--- config.mk ---
export PLATFORM = sky130hd
export DESIGN_NAME = netstring_stream_decoder_top
export DESIGN_NICKNAME = d
export VERILOG_FILES = /design/src/nsd_pkg.sv /design/src/nsd_in_stage.sv /design/src/nsd_parser.sv /design/src/nsd_out_stage.sv /design/src/netstring_stream_decoder_top.sv
export SDC_FILE = /design/constraint.sdc
export NUM_CORES = 1
export LEC_CHECK = 0
export BUFFER_PORTS_ARGS = -buffer_cell sky130_fd_sc_hd__clkbuf_2
export CAP_MARGIN = 25
export CORE_ASPECT_RATIO = 1.4
export CORE_MARGIN = 3
export CORE_UTILIZATION = 50
export CTS_CLUSTER_DIAMETER = 200
export CTS_CLUSTER_SIZE = 30
export DETAILED_ROUTE_END_ITERATION = 12
export PLACE_DENSITY = 0.71
export SYNTH_ARGS = -nofsm -noshare
export SYNTH_HDL_FRONTEND = slang
export SYNTH_HIERARCHICAL = 1
export SYNTH_SLANG_ARGS = --single-unit
export TNS_END_PERCENT = 5
--- constraint.sdc ---
create_clock -name clk -period 6.2 [get_ports clk]
set_clock_uncertainty 0.2 [all_clocks]
set_input_delay 1.24 -clock clk [delete_from_list [all_inputs] [get_ports clk]]
set_output_delay 1.24 -clock clk [all_outputs]
set_load 0.05 [all_outputs]
--- src/nsd_pkg.sv ---
// Package for the netstring stream decoder: widths, phase and status codes,
// and the item and result structs used by the modules. No dependencies.
package nsd_pkg;

  localparam int WINDOW    = 32;  // colon must appear within this many bytes
  localparam int LEN_WIDTH = 32;  // length digits may not exceed this many bits
  localparam int MIN_BYTES = 3;   // shortest buffer that can hold a netstring

  localparam int POS_W  = $clog2(WINDOW + 1);  // position counter saturates at WINDOW
  localparam int MUL_W  = LEN_WIDTH + 4;       // room for length * 10 + digit
  localparam int DLEN_W = 32;                  // width of the reported length

  localparam logic [7:0] CHAR_COLON = 8'h3A;
  localparam logic [7:0] CHAR_COMMA = 8'h2C;
  localparam logic [7:0] CHAR_ZERO  = 8'h30;
  localparam logic [7:0] CHAR_NINE  = 8'h39;

  localparam logic [LEN_WIDTH-1:0] LEN_MAX = {LEN_WIDTH{1'b1}};

  typedef enum logic [2:0] {
    PH_DIGITS,
    PH_PAYLOAD,
    PH_COMMA,
    PH_HOLD,
    PH_DONE
  } phase_t;

  typedef enum logic [2:0] {
    ST_OK       = 3'd0,
    ST_SHORT    = 3'd1,
    ST_NO_COLON = 3'd2,
    ST_BAD_DIG  = 3'd3,
    ST_OVERFLOW = 3'd4,
    ST_EMPTY    = 3'd5,
    ST_TRUNC    = 3'd6,
    ST_NO_COMMA = 3'd7
  } status_t;

  typedef struct packed {
    logic [7:0] data_byte;
    logic       buffer_end;
  } in_item_t;

  typedef struct packed {
    logic [7:0]        payload_byte;
    logic              payload_valid;
    logic              payload_last;
    logic              verdict_valid;
    status_t           status;
    logic [DLEN_W-1:0] decoded_length;
  } result_t;

endpackage

--- src/nsd_in_stage.sv ---
// Input register of the netstring stream decoder: holds one accepted byte
// until the parser consumes it. Depends on nsd_pkg.
module nsd_in_stage (
  input  logic             clk,
  input  logic             rst_n,
  input  logic             in_tvalid,
  output logic             in_tready,
  input  nsd_pkg::in_item_t in_item,
  input  logic             take,       // parser consumes the held item
  output logic             held_valid,
  output nsd_pkg::in_item_t held_item
);

  logic              valid_r, valid_nxt;
  nsd_pkg::in_item_t item_r;

  assign in_tready = !valid_r || take;
  assign valid_nxt = in_tready ? in_tvalid : valid_r;

  always_ff @(posedge clk) begin
    if (!rst_n) begin
      valid_r <= 1'b0;
    end else begin
      valid_r <= valid_nxt;
    end
  end

  always_ff @(posedge clk) begin
    if (in_tvalid && in_tready) begin
      item_r <= in_item;
    end
  end

  assign held_valid = valid_r;
  assign held_item  = item_r;

endmodule

--- src/nsd_parser.sv ---
// Netstring parser: phase state machine, length accumulator, payload
// counter and verdict logic; one byte per step. Depends on nsd_pkg.
module nsd_parser (
  input  logic              clk,
  input  logic              rst_n,
  input  logic              step_en,
  input  nsd_pkg::in_item_t item,
  output nsd_pkg::result_t  res
);

  nsd_pkg::phase_t              phase_r, phase_nxt;
  logic [nsd_pkg::POS_W-1:0]     pos_r, pos_nxt;
  logic [nsd_pkg::LEN_WIDTH-1:0] len_r, len_nxt;
  logic [nsd_pkg::LEN_WIDTH-1:0] rem_r, rem_nxt;
  logic                          nd_r, nd_nxt;
  logic                          ov_r, ov_nxt;
  logic                          given_r, given_nxt;
  nsd_pkg::status_t              held_r, held_nxt;

  // Step intermediates shared by the next-state and output blocks.
  logic [nsd_pkg::MUL_W-1:0] acc_ext;
  logic [nsd_pkg::MUL_W-1:0] acc_sum;
  logic                      is_digit;
  logic                      fire;
  nsd_pkg::status_t          fire_st;
  logic [nsd_pkg::LEN_WIDTH-1:0] len_step;

  logic [7:0] b;
  assign b        = item.data_byte;
  assign is_digit = (b >= nsd_pkg::CHAR_ZERO) && (b <= nsd_pkg::CHAR_NINE);
  assign acc_ext  = nsd_pkg::MUL_W'(len_r);
  assign acc_sum  = (acc_ext << 3) + (acc_ext << 1) + nsd_pkg::MUL_W'(b[3:0]);

  // Next state.
  always_comb begin
    phase_nxt = phase_r;
    pos_nxt   = pos_r;
    len_nxt   = len_r;
    rem_nxt   = rem_r;
    nd_nxt    = nd_r;
    ov_nxt    = ov_r;
    given_nxt = given_r;
    held_nxt  = held_r;
    fire      = 1'b0;
    fire_st   = nsd_pkg::ST_OK;
    len_step  = len_r;

    unique case (phase_r)
      nsd_pkg::PH_DIGITS: begin
        if (b == nsd_pkg::CHAR_COLON) begin
          if (nd_r) begin
            held_nxt  = nsd_pkg::ST_BAD_DIG;
            phase_nxt = nsd_pkg::PH_HOLD;
          end else if (pos_r == '0) begin
            held_nxt  = nsd_pkg::ST_EMPTY;
            phase_nxt = nsd_pkg::PH_HOLD;
          end else if (ov_r) begin
            held_nxt  = nsd_pkg::ST_OVERFLOW;
            phase_nxt = nsd_pkg::PH_HOLD;
          end else begin
            rem_nxt   = len_r;
            phase_nxt = (len_r != '0) ? nsd_pkg::PH_PAYLOAD : nsd_pkg::PH_COMMA;
          end
        end else if (!is_digit) begin
          nd_nxt = 1'b1;
        end else if (!nd_r && !ov_r) begin
          // Saturate once the value no longer fits in LEN_WIDTH bits.
          if (acc_sum[nsd_pkg::MUL_W-1:nsd_pkg::LEN_WIDTH] != '0) begin
            ov_nxt  = 1'b1;
            len_nxt = nsd_pkg::LEN_MAX;
          end else begin
            len_nxt = acc_sum[nsd_pkg::LEN_WIDTH-1:0];
          end
        end
      end
      nsd_pkg::PH_PAYLOAD: begin
        rem_nxt = rem_r - 1'b1;
        if (rem_r == nsd_pkg::LEN_WIDTH'(1)) begin
          phase_nxt = nsd_pkg::PH_COMMA;
        end
      end
      nsd_pkg::PH_COMMA: begin
        held_nxt  = (b == nsd_pkg::CHAR_COMMA) ? nsd_pkg::ST_OK : nsd_pkg::ST_NO_COMMA;
        phase_nxt = nsd_pkg::PH_HOLD;
      end
      nsd_pkg::PH_HOLD, nsd_pkg::PH_DONE: begin
      end
      default: begin
      end
    endcase

    len_step = len_nxt;

    if (pos_r != nsd_pkg::POS_W'(nsd_pkg::WINDOW)) begin
      pos_nxt = pos_r + 1'b1;
    end

    if (phase_nxt == nsd_pkg::PH_DIGITS && pos_nxt >= nsd_pkg::POS_W'(nsd_pkg::WINDOW)) begin
      held_nxt  = nsd_pkg::ST_NO_COLON;
      phase_nxt = nsd_pkg::PH_HOLD;
    end

    // A held verdict is released once the minimum length has passed.
    if (phase_nxt == nsd_pkg::PH_HOLD && pos_nxt >= nsd_pkg::POS_W'(nsd_pkg::MIN_BYTES)) begin
      fire      = 1'b1;
      fire_st   = held_nxt;
      phase_nxt = nsd_pkg::PH_DONE;
      given_nxt = 1'b1;
    end

    if (item.buffer_end) begin
      if (!given_nxt) begin
        fire = 1'b1;
        if (pos_nxt < nsd_pkg::POS_W'(nsd_pkg::MIN_BYTES)) begin
          fire_st = nsd_pkg::ST_SHORT;
        end else if (phase_nxt == nsd_pkg::PH_DIGITS) begin
          fire_st = nsd_pkg::ST_NO_COLON;
        end else if (phase_nxt == nsd_pkg::PH_HOLD) begin
          fire_st = held_nxt;
        end else begin
          fire_st = nsd_pkg::ST_TRUNC;
        end
      end
      phase_nxt = nsd_pkg::PH_DIGITS;
      pos_nxt   = '0;
      len_nxt   = '0;
      rem_nxt   = '0;
      nd_nxt    = 1'b0;
      ov_nxt    = 1'b0;
      given_nxt = 1'b0;
      held_nxt  = nsd_pkg::ST_OK;
    end
  end

  // Outputs.
  always_comb begin
    res = '0;
    if (phase_r == nsd_pkg::PH_PAYLOAD) begin
      res.payload_byte  = b;
      res.payload_valid = 1'b1;
      res.payload_last  = (rem_r == nsd_pkg::LEN_WIDTH'(1));
    end
    res.verdict_valid = fire;
    res.status        = fire ? fire_st : nsd_pkg::ST_OK;
    if (fire) begin
      case (fire_st)
        nsd_pkg::ST_OK, nsd_pkg::ST_TRUNC, nsd_pkg::ST_NO_COMMA:
          res.decoded_length = nsd_pkg::DLEN_W'(len_step);
        nsd_pkg::ST_OVERFLOW:
          res.decoded_length = nsd_pkg::DLEN_W'(nsd_pkg::LEN_MAX);
        default:
          res.decoded_length = '0;
      endcase
    end
  end

  always_ff @(posedge clk) begin
    if (!rst_n) begin
      phase_r <= nsd_pkg::PH_DIGITS;
      pos_r   <= '0;
      len_r   <= '0;
      rem_r   <= '0;
      nd_r    <= 1'b0;
      ov_r    <= 1'b0;
      given_r <= 1'b0;
      held_r  <= nsd_pkg::ST_OK;
    end else if (step_en) begin
      phase_r <= phase_nxt;
      pos_r   <= pos_nxt;
      len_r   <= len_nxt;
      rem_r   <= rem_nxt;
      nd_r    <= nd_nxt;
      ov_r    <= ov_nxt;
      given_r <= given_nxt;
      held_r  <= held_nxt;
    end
  end

`ifndef NO_ASSERTIONS
  a_end_clears: assert property (@(posedge clk) disable iff (!rst_n)
    step_en && item.buffer_end |=> phase_r == nsd_pkg::PH_DIGITS && pos_r == '0 && !given_r)
    else $error("state not cleared after buffer end");

  a_done_given: assert property (@(posedge clk) disable iff (!rst_n)
    phase_r == nsd_pkg::PH_DONE |-> given_r)
    else $error("done phase without a verdict");

  a_payload_count: assert property (@(posedge clk) disable iff (!rst_n)
    phase_r == nsd_pkg::PH_PAYLOAD |-> rem_r != '0)
    else $error("payload phase with nothing left");

  a_single_verdict: assert property (@(posedge clk) disable iff (!rst_n)
    step_en && res.verdict_valid |-> !given_r)
    else $error("second verdict in one buffer");
`endif

endmodule

--- src/nsd_out_stage.sv ---
// Result register of the netstring stream decoder: holds one result item
// and packs it onto the master-side stream. Depends on nsd_pkg.
module nsd_out_stage (
  input  logic             clk,
  input  logic             rst_n,
  input  logic             load,
  input  nsd_pkg::result_t res,
  output logic             free,
  output logic             out_tvalid,
  input  logic             out_tready,
  output logic [39:0]      out_tdata,
  output logic [4:0]       out_tuser,
  output logic             out_tlast
);

  logic             valid_r, valid_nxt;
  nsd_pkg::result_t res_r;

  assign free      = !valid_r || out_tready;
  assign valid_nxt = free ? load : valid_r;

  always_ff @(posedge clk) begin
    if (!rst_n) begin
      valid_r <= 1'b0;
    end else begin
      valid_r <= valid_nxt;
    end
  end

  always_ff @(posedge clk) begin
    if (load) begin
      res_r <= res;
    end
  end

  assign out_tvalid = valid_r;
  assign out_tdata  = {res_r.decoded_length, res_r.payload_byte};
  assign out_tuser  = {res_r.status, res_r.verdict_valid, res_r.payload_valid};
  assign out_tlast  = res_r.payload_last;

endmodule

--- src/netstring_stream_decoder_top.sv ---
// Top level of the netstring stream decoder: input register, parser and
// result register. Depends on nsd_pkg, nsd_in_stage, nsd_parser, nsd_out_stage.
//
//  Channel  Direction  Ports                            Contents
//  in_      slave      in_tvalid/tready/tdata/tlast     one buffer byte, tlast = buffer end
//  out_     master     out_tvalid/tready/tdata/tuser/   one result item per input item
//                      tlast
//
// Each input item yields exactly one result item, by way of the input and
// result registers; one item can be accepted every cycle unless out_tready stalls,
// a rate set by the single parser step between the two registers.
// Reset (rst_n low at a clock edge) empties both registers and returns the
// parser to the length-digit phase. A stall on out_tready holds the result
// register, then the input register, and then drops in_tready.
module netstring_stream_decoder_top (
  input  logic        clk,
  input  logic        rst_n,
  input  logic        in_tvalid,
  output logic        in_tready,
  input  logic [7:0]  in_tdata,   // [7:0] data_byte
  input  logic        in_tlast,   // buffer_end
  output logic        out_tvalid,
  input  logic        out_tready,
  output logic [39:0] out_tdata,  // [7:0] payload_byte, [39:8] decoded_length
  output logic [4:0]  out_tuser,  // [0] payload_valid, [1] verdict_valid, [4:2] status
  output logic        out_tlast   // payload_last
);

  nsd_pkg::in_item_t in_item;
  nsd_pkg::in_item_t held_item;
  nsd_pkg::result_t  res;
  logic              held_valid;
  logic              out_free;
  logic              step_en;

  assign in_item.data_byte  = in_tdata;
  assign in_item.buffer_end = in_tlast;

  // The parser advances whenever a held byte exists and the result
  // register can take what it produces.
  assign step_en = held_valid && out_free;

  nsd_in_stage u_in (
    .clk        (clk),
    .rst_n      (rst_n),
    .in_tvalid  (in_tvalid),
    .in_tready  (in_tready),
    .in_item    (in_item),
    .take       (out_free),
    .held_valid (held_valid),
    .held_item  (held_item)
  );

  nsd_parser u_parser (
    .clk     (clk),
    .rst_n   (rst_n),
    .step_en (step_en),
    .item    (held_item),
    .res     (res)
  );

  nsd_out_stage u_out (
    .clk        (clk),
    .rst_n      (rst_n),
    .load       (step_en),
    .res        (res),
    .free       (out_free),
    .out_tvalid (out_tvalid),
    .out_tready (out_tready),
    .out_tdata  (out_tdata),
    .out_tuser  (out_tuser),
    .out_tlast  (out_tlast)
  );

endmodule
# Word level (Yosys, flattened, before mapping)
# Cells that the tools add are included.
# op_classes
addsub	4
eq_ne	17
n_reduce_logical	28
magnitude_cmp	5
muxes	55
# ops
operator	n
$mux 32	11
$pmux 32 s2	2
$mux 3	21
$add 35x33->36	1
$add 36x4->36	1
$eq 32x1->1 const B	1
$reduce_bool 32->1	1
$sub 32x1->32 const B	1
$eq 8x6->1 const B	2
$mux 1	15
$logic_not 3->1	4
$mux 6	2
$reduce_and 6->1	2
$eq 3x2->1 const B	3
$eq 3x3->1 const B	3
$ne 3x3->1 const B	3
$pmux 3 s3	1
$ge 8x6->1 const B	1
$le 8x6->1 const B	1
$reduce_bool 2->1	4
$add 6x1->6 const B	1
$ge 6x2->1 const B	1
$ge 6x6->1 const B	1
$logic_and 1x1->1	6
other kinds (14)	20
# word_totals
wordCells	127
in_bits	13
ff_bits	136

# Depth between registers and ports, before layout
# logic_depth
ltp_word	22
depth_mapped	13
ltp_nobuf	12

# By module
# The synthesis kept the hierarchy.
# by_module_without_submodules
module	instances	area_per_inst_um2	cells_per_inst	seq_area_each_um2
nsd_parser	1	6810.3	873	1581.5
nsd_out_stage	1	1430.1	50	1401.3
nsd_in_stage	1	327.8	14	290.3
netstring_stream_decoder_top	1	6.3	1	0.0

# Worst setup path after synthesis
# No wires, ideal clock.
# synth_path
path_type	input to register
startpoint	in out_tready
endpoint	reg u_parser/len_r[10] in the netlist's numbering
cell_stages	8
path_slack_ps	1956
required_ps	5940
arrival_time_ps	3984
n_path_buf	2
setup_ps	60
path_cell_list	nand2b_4 and2_1 nor2b_1 and3_1 clkbuf_1 a21boi_2 buf_2 a221o_1
# synth_via
elab_chain_cells	2
# synth_lines
element	line_no	source
start: declaration	netstring_stream_decoder_top.sv:23	input logic out_tready,
$logic_or 1x1->1	nsd_out_stage.sv:19	assign free = !valid_r || out_tready;
$logic_and 1x1->1	netstring_stream_decoder_top.sv:41	assign step_en = held_valid && out_free;
net step_en	netstring_stream_decoder_top.sv:34	logic step_en;
end signal: assignment	nsd_parser.sv:170	len_r <= len_nxt;
end: declaration	nsd_parser.sv:13	logic [nsd_pkg::LEN_WIDTH-1:0] len_r, len_nxt;
# The timed path passes the listed nets, and every way through them passes these cells.
# A chain may end at the register's enable or synchronous reset.

# Worst setup path in the final report
# layout_path
startpoint	reg u_in.item_r, in the netlist u_in/held_item[4]
endpoint	reg u_parser/len_r[14] in the netlist's numbering
# layout_via
elab_chain_cells	8
word_cells_on_any_way	12
cone_classes	1 x add/sub; 2 x order compare; 1 x eq/ne; 6 x mux; 2 x reduce/logical
# layout_lines
element	line_no	source
start: declaration	nsd_in_stage.sv:15	nsd_pkg::in_item_t item_r;
start signal: assignment	nsd_in_stage.sv:30	item_r <= in_item;
$add 36x4->36	nsd_parser.sv:32	assign acc_sum = (acc_ext << 3) + (acc_ext << 1) + nsd_pkg::MUL_W'(b[3:0]);
$reduce_bool 4->1	nsd_parser.sv:68	if (acc_sum[nsd_pkg::MUL_W-1:nsd_pkg::LEN_WIDTH] != '0) begin
$mux 32	nsd_parser.sv:68	
$mux 32	nsd_parser.sv:66	end else if (!nd_r && !ov_r) begin
$mux 32	nsd_parser.sv:64	end else if (!is_digit) begin
$mux 32 (*)	nsd_parser.sv:50	if (b == nsd_pkg::CHAR_COLON) begin
$mux 32 (*)	nsd_parser.sv:48	unique case (phase_r)
$mux 32 (*)	nsd_parser.sv:111	if (item.buffer_end) begin
# Every way passes the cells marked *; elsewhere a longest branch is shown, timed or not.

==> run_results.csv <==
group,metric,value,unit
clock_network,cts_resized,0,
power_and_ir_drop,net-switching-power,0.0005253,W
floorplan,rows,56,
power_and_ir_drop,p_int,0.001579,W
finish,drive_above_1_share,13.44,%
finish,syn_to_final_growth,12.05,%
yosys,syn_nets,1021,
run,cap_viol_max_count,0,
floorplan,initial_utilization,50.99,%
floorplan,die_area,18780,um2
worst_setup_path,cp.buffers_inverters,1,
clock_network,post-cts-setup-buffer-count,0,
route,dr.pass1.iters,5,
min_path,hp-class,"flop to flop",
sta,finalHoldViolations,0,
yosys,synth_cells,938,
worst_setup_path,critPathRequiredTime,6370,ps
yosys,yosys.area.top_type,"edfxtp_1",
grt,antenna_found_initial,0,
route,remaining_drc_errors,0,
sta,rsz0062_at_grt,"no",
route,highest_layer,"met4",
power_and_ir_drop,clockPowerShare,48.3,%
route,drt_wl_total,23010,um
clock_network,clock-sinks,136,
sta,tns,0,ps
yosys,yosys.area.top_type_share,19.26,%
clock_network,cts_tree,"done",
worst_setup_path,crit_path_top_delay_cell,"or4b_2",
route,vias,7481,
yosys,synth_cell_types,83,
yosys,synthTopCellsByArea,"edfxtp_1, dfxtp_1, ha_1, a21oi_1, nor2_1",
yosys,seq_area_frac_synth,38.17,%
finish,nFillCells,1498,
clock_network,htreeDepth,4,
finish,seqCellArea,3273,um2
floorplan,ios,61,
sta,fin_crit,4264,ps
sta,finalSetupViolations,0,
route,wire_per_inst,19.17,um
yosys,synthArstFlopShare,0,%
placement,hpwl,15990,um
worst_setup_path,critPathArrivalTime,4430,ps
clock_network,max-clock-path-buffers,2,
power_and_ir_drop,peakVddDrop,141.3,uV
grt,grt_pass1_vias,7328,
sta,slew_violations,0,
worst_setup_path,path_class,"flop to flop",
yosys,syn_area,8574,um2
placement,globalplace.congestion,0.8746,
grt,grt_pass1_wl,37070,um
route,vias_per_cell,6.234,
placement,port_buffers,60,
clock_network,ctsHoldBuffers,0,
clock_network,numCtsBuffers,17,
worst_setup_path,path_delay_family,"compound AO/OA/AOI/OAI gates",
sta,slew_headroom,41.50,%
finish,antennaDiodeCount,0,
worst_setup_path,start_kind,"flop",
clock_network,clock_latency,430,ps
yosys,synth.most_common_cell,"nor2_1",
finish,multi_input_area,5005,um2
route,m1WireLength,9348,um
clock_network,cts_root_buf,"clkbuf_16",
yosys,syn_avg_cell_area,9.141,um2
grt,grt_overflow,0,
power_and_ir_drop,power.share.switching,24.96,%
power_and_ir_drop,power.static_leakage,4.064,nW
sta,fin_crit_sh,68.78,%
floorplan,core_area,16820,um2
yosys,synthTopCellsByCount,"nor2_1, a21oi_1, dfxtp_1",
sta,tightest_slew,869.4,ps
floorplan,die_y,160.9,um
clock_network,clk_pin_slew,60,ps
yosys,synth_edf_count,55,
grt,grt_max_degree,70,
route,wl_met3,1109,um
route,drt.antenna.violating_nets,0,
yosys,synth_warnings,6,
worst_setup_path,crit_path_max_fanout,18,
worst_setup_path,worst_setup_path_end_kind,"flop",
yosys,synth_seq_cells,136,
power_and_ir_drop,power.share.sequential,45.4,%
worst_setup_path,max_stage_delay,660,ps
finish,nets,1067,
worst_setup_path,crit_chain,"fa_1, fa_1, a21o_1, a31o_2, or4b_2, a2111o_1, a31oi_1, or3b_2, mux2i_1, a21boi_2, buf_8, a221o_1",
floorplan,die_width,116.7,um
yosys,synth-main-ff-cell,"dfxtp_1",
finish,utilization,57.14,%
power_and_ir_drop,combPwrFrac,6.3,%
route,wl_met2,11800,um
grt,grt_util_all_layers,25.03,%
sta,fmax,0.2345,GHz
worst_setup_path,crit_top_cell,"fa_1",
run_status,status,"completed",
power_and_ir_drop,p_per_area,219.0,nW/um2
route,initialDrtViolationCount,653,
## per-stage QoR
stage | std cells | worst slack [ps] | area (um2) | hold WS, ps | power (W)
floorplan | 938 | 1956 | 8574 | 250.1 | 0.001071
finish | 1200 | 1936 | 9608 | 281.9 | 0.002105
global route | 1200 | 1694 | 9608 | 321.1 | 0.002172
global placement | 1167 | 1737 | 9005 | 259.3 | 0.001105
CTS | 1199 | 1598 | 9593 | 283.8 | 0.002121
detailed placement | 1167 | 1654 | 9005 | 274.5 | 0.001107
## cell families (layout without fill, tap and decap cells)
| group | Yosys count | count (layout) | share of synthesized area [%] |
|---|---|---|---|
| compound gates | 305 | 305 | 24.56 |
| xor+xnor | 40 | 40 | 4.086 |
| fa+ha+maj | 70 | 70 | 10.39 |
| buf+inv | 70 | 129 | 3.546 |
| flops | 136 | 136 | 38.17 |
| mux | 4 | 4 | 0.4815 |
| simple gates | 313 | 313 | 18.77 |
## layer usage
metal | vias to the layer above | track usage, %
li1 | 3630 | -
met1 | 3548 | 29.91
met2 | 243 | 42.99
met3 | 60 | 4.900
met4 | 0 | 10.90
met5 | - | 0
## worst reg2reg max path: stages (launching register included)
cell	delay, ps
edfxtp_1	480
fa_1	630
fa_1	230
a21o_1	170
a31o_2	190
or4b_2	660
a2111o_1	460
a31oi_1	170
or3b_2	130
mux2i_1	100
a21boi_2	430
buf_8	230
a221o_1	130
## power by group through the flow
stage | Clock, W | Combinational [W] | Sequential, W
3_3_place_gp | 0 | 0.000130 | 0.000975
3_5_place_dp | 0 | 0.000132 | 0.000975
2_1_floorplan | 0 | 0.0000581 | 0.00101
6_report | 0.00102 | 0.000132 | 0.000956
5_1_grt | 0.00107 | 0.000142 | 0.000958
4_1_cts | 0.00103 | 0.000132 | 0.000956
## cells in the final DEF, fill, tap and decap left out, types with 5 or more instances in the layout
cell       netlist  final
clkbuf_16        0     17
nor4_1          24     23
dfxtp_1         81     81
xor2_1          11     11
nand2_1         70     70
a211oi_1         9      9
o21bai_1         5      5
a221o_1         25     25
a21o_1          12     12
a21oi_1         81     81
clkbuf_2         0     60
o21ai_0         60     60
and3_1          13     13
edfxtp_1        55     55
inv_1           25     25
nand3_1         10     10
ha_1            68     68
xnor2_1         29     29
nor3_1          25     25
or3_1            5      5
o22ai_1          6      6
o311a_1          5      5
nor2_1          94     94
nand2b_1        17     17
buf_4            4     10
nand4_1         12     12
a22oi_1          9      9
o21a_1          39     39
and2_1           8      7
inv_6            0      6
o211ai_1         5      5
## final cells by class
class                           instances  share of cell area [%]
Tap cell                              203                   2.644
Multi-Input combinational cell        732                   52.09
Sequential cell                       136                   34.07
Clock inverter                         15                   1.693
Clock buffer                           17                   4.428
Inverter                               26                   1.016
Timing Repair Buffer                   71                   4.063
## state kept, by name, indices dropped and copies added (netlist names)
signal and count:
u_out/out_tlast 1, u_parser/pos_r 6, u_in/held_item 9, u_out/out_tvalid 1
u_parser/nd_r 1, u_parser/held_r 3, u_parser/rem_r 32, u_out/out_tdata 40
u_out/out_tuser 5, u_parser/ov_r 1, u_in/held_valid 1, u_parser/phase_r 3
u_parser/given_r 1, u_parser/len_r 32
## worst paths after layout
path / from / end / slack (ps) / depth (start not counted)
worst max-delay path: u_in/held_item[4] / u_parser/len_r[14] / 1940 / 12
worst min-delay path: u_parser/held_r[2] / u_parser/held_r[2] / 280 / 2
worst max register to register: u_in/held_item[4] / u_parser/len_r[14] / 1940 / 12
worst min register to register: u_parser/held_r[2] / u_parser/held_r[2] / 280 / 2
Note: power is estimated with default switching activity, not from simulation.
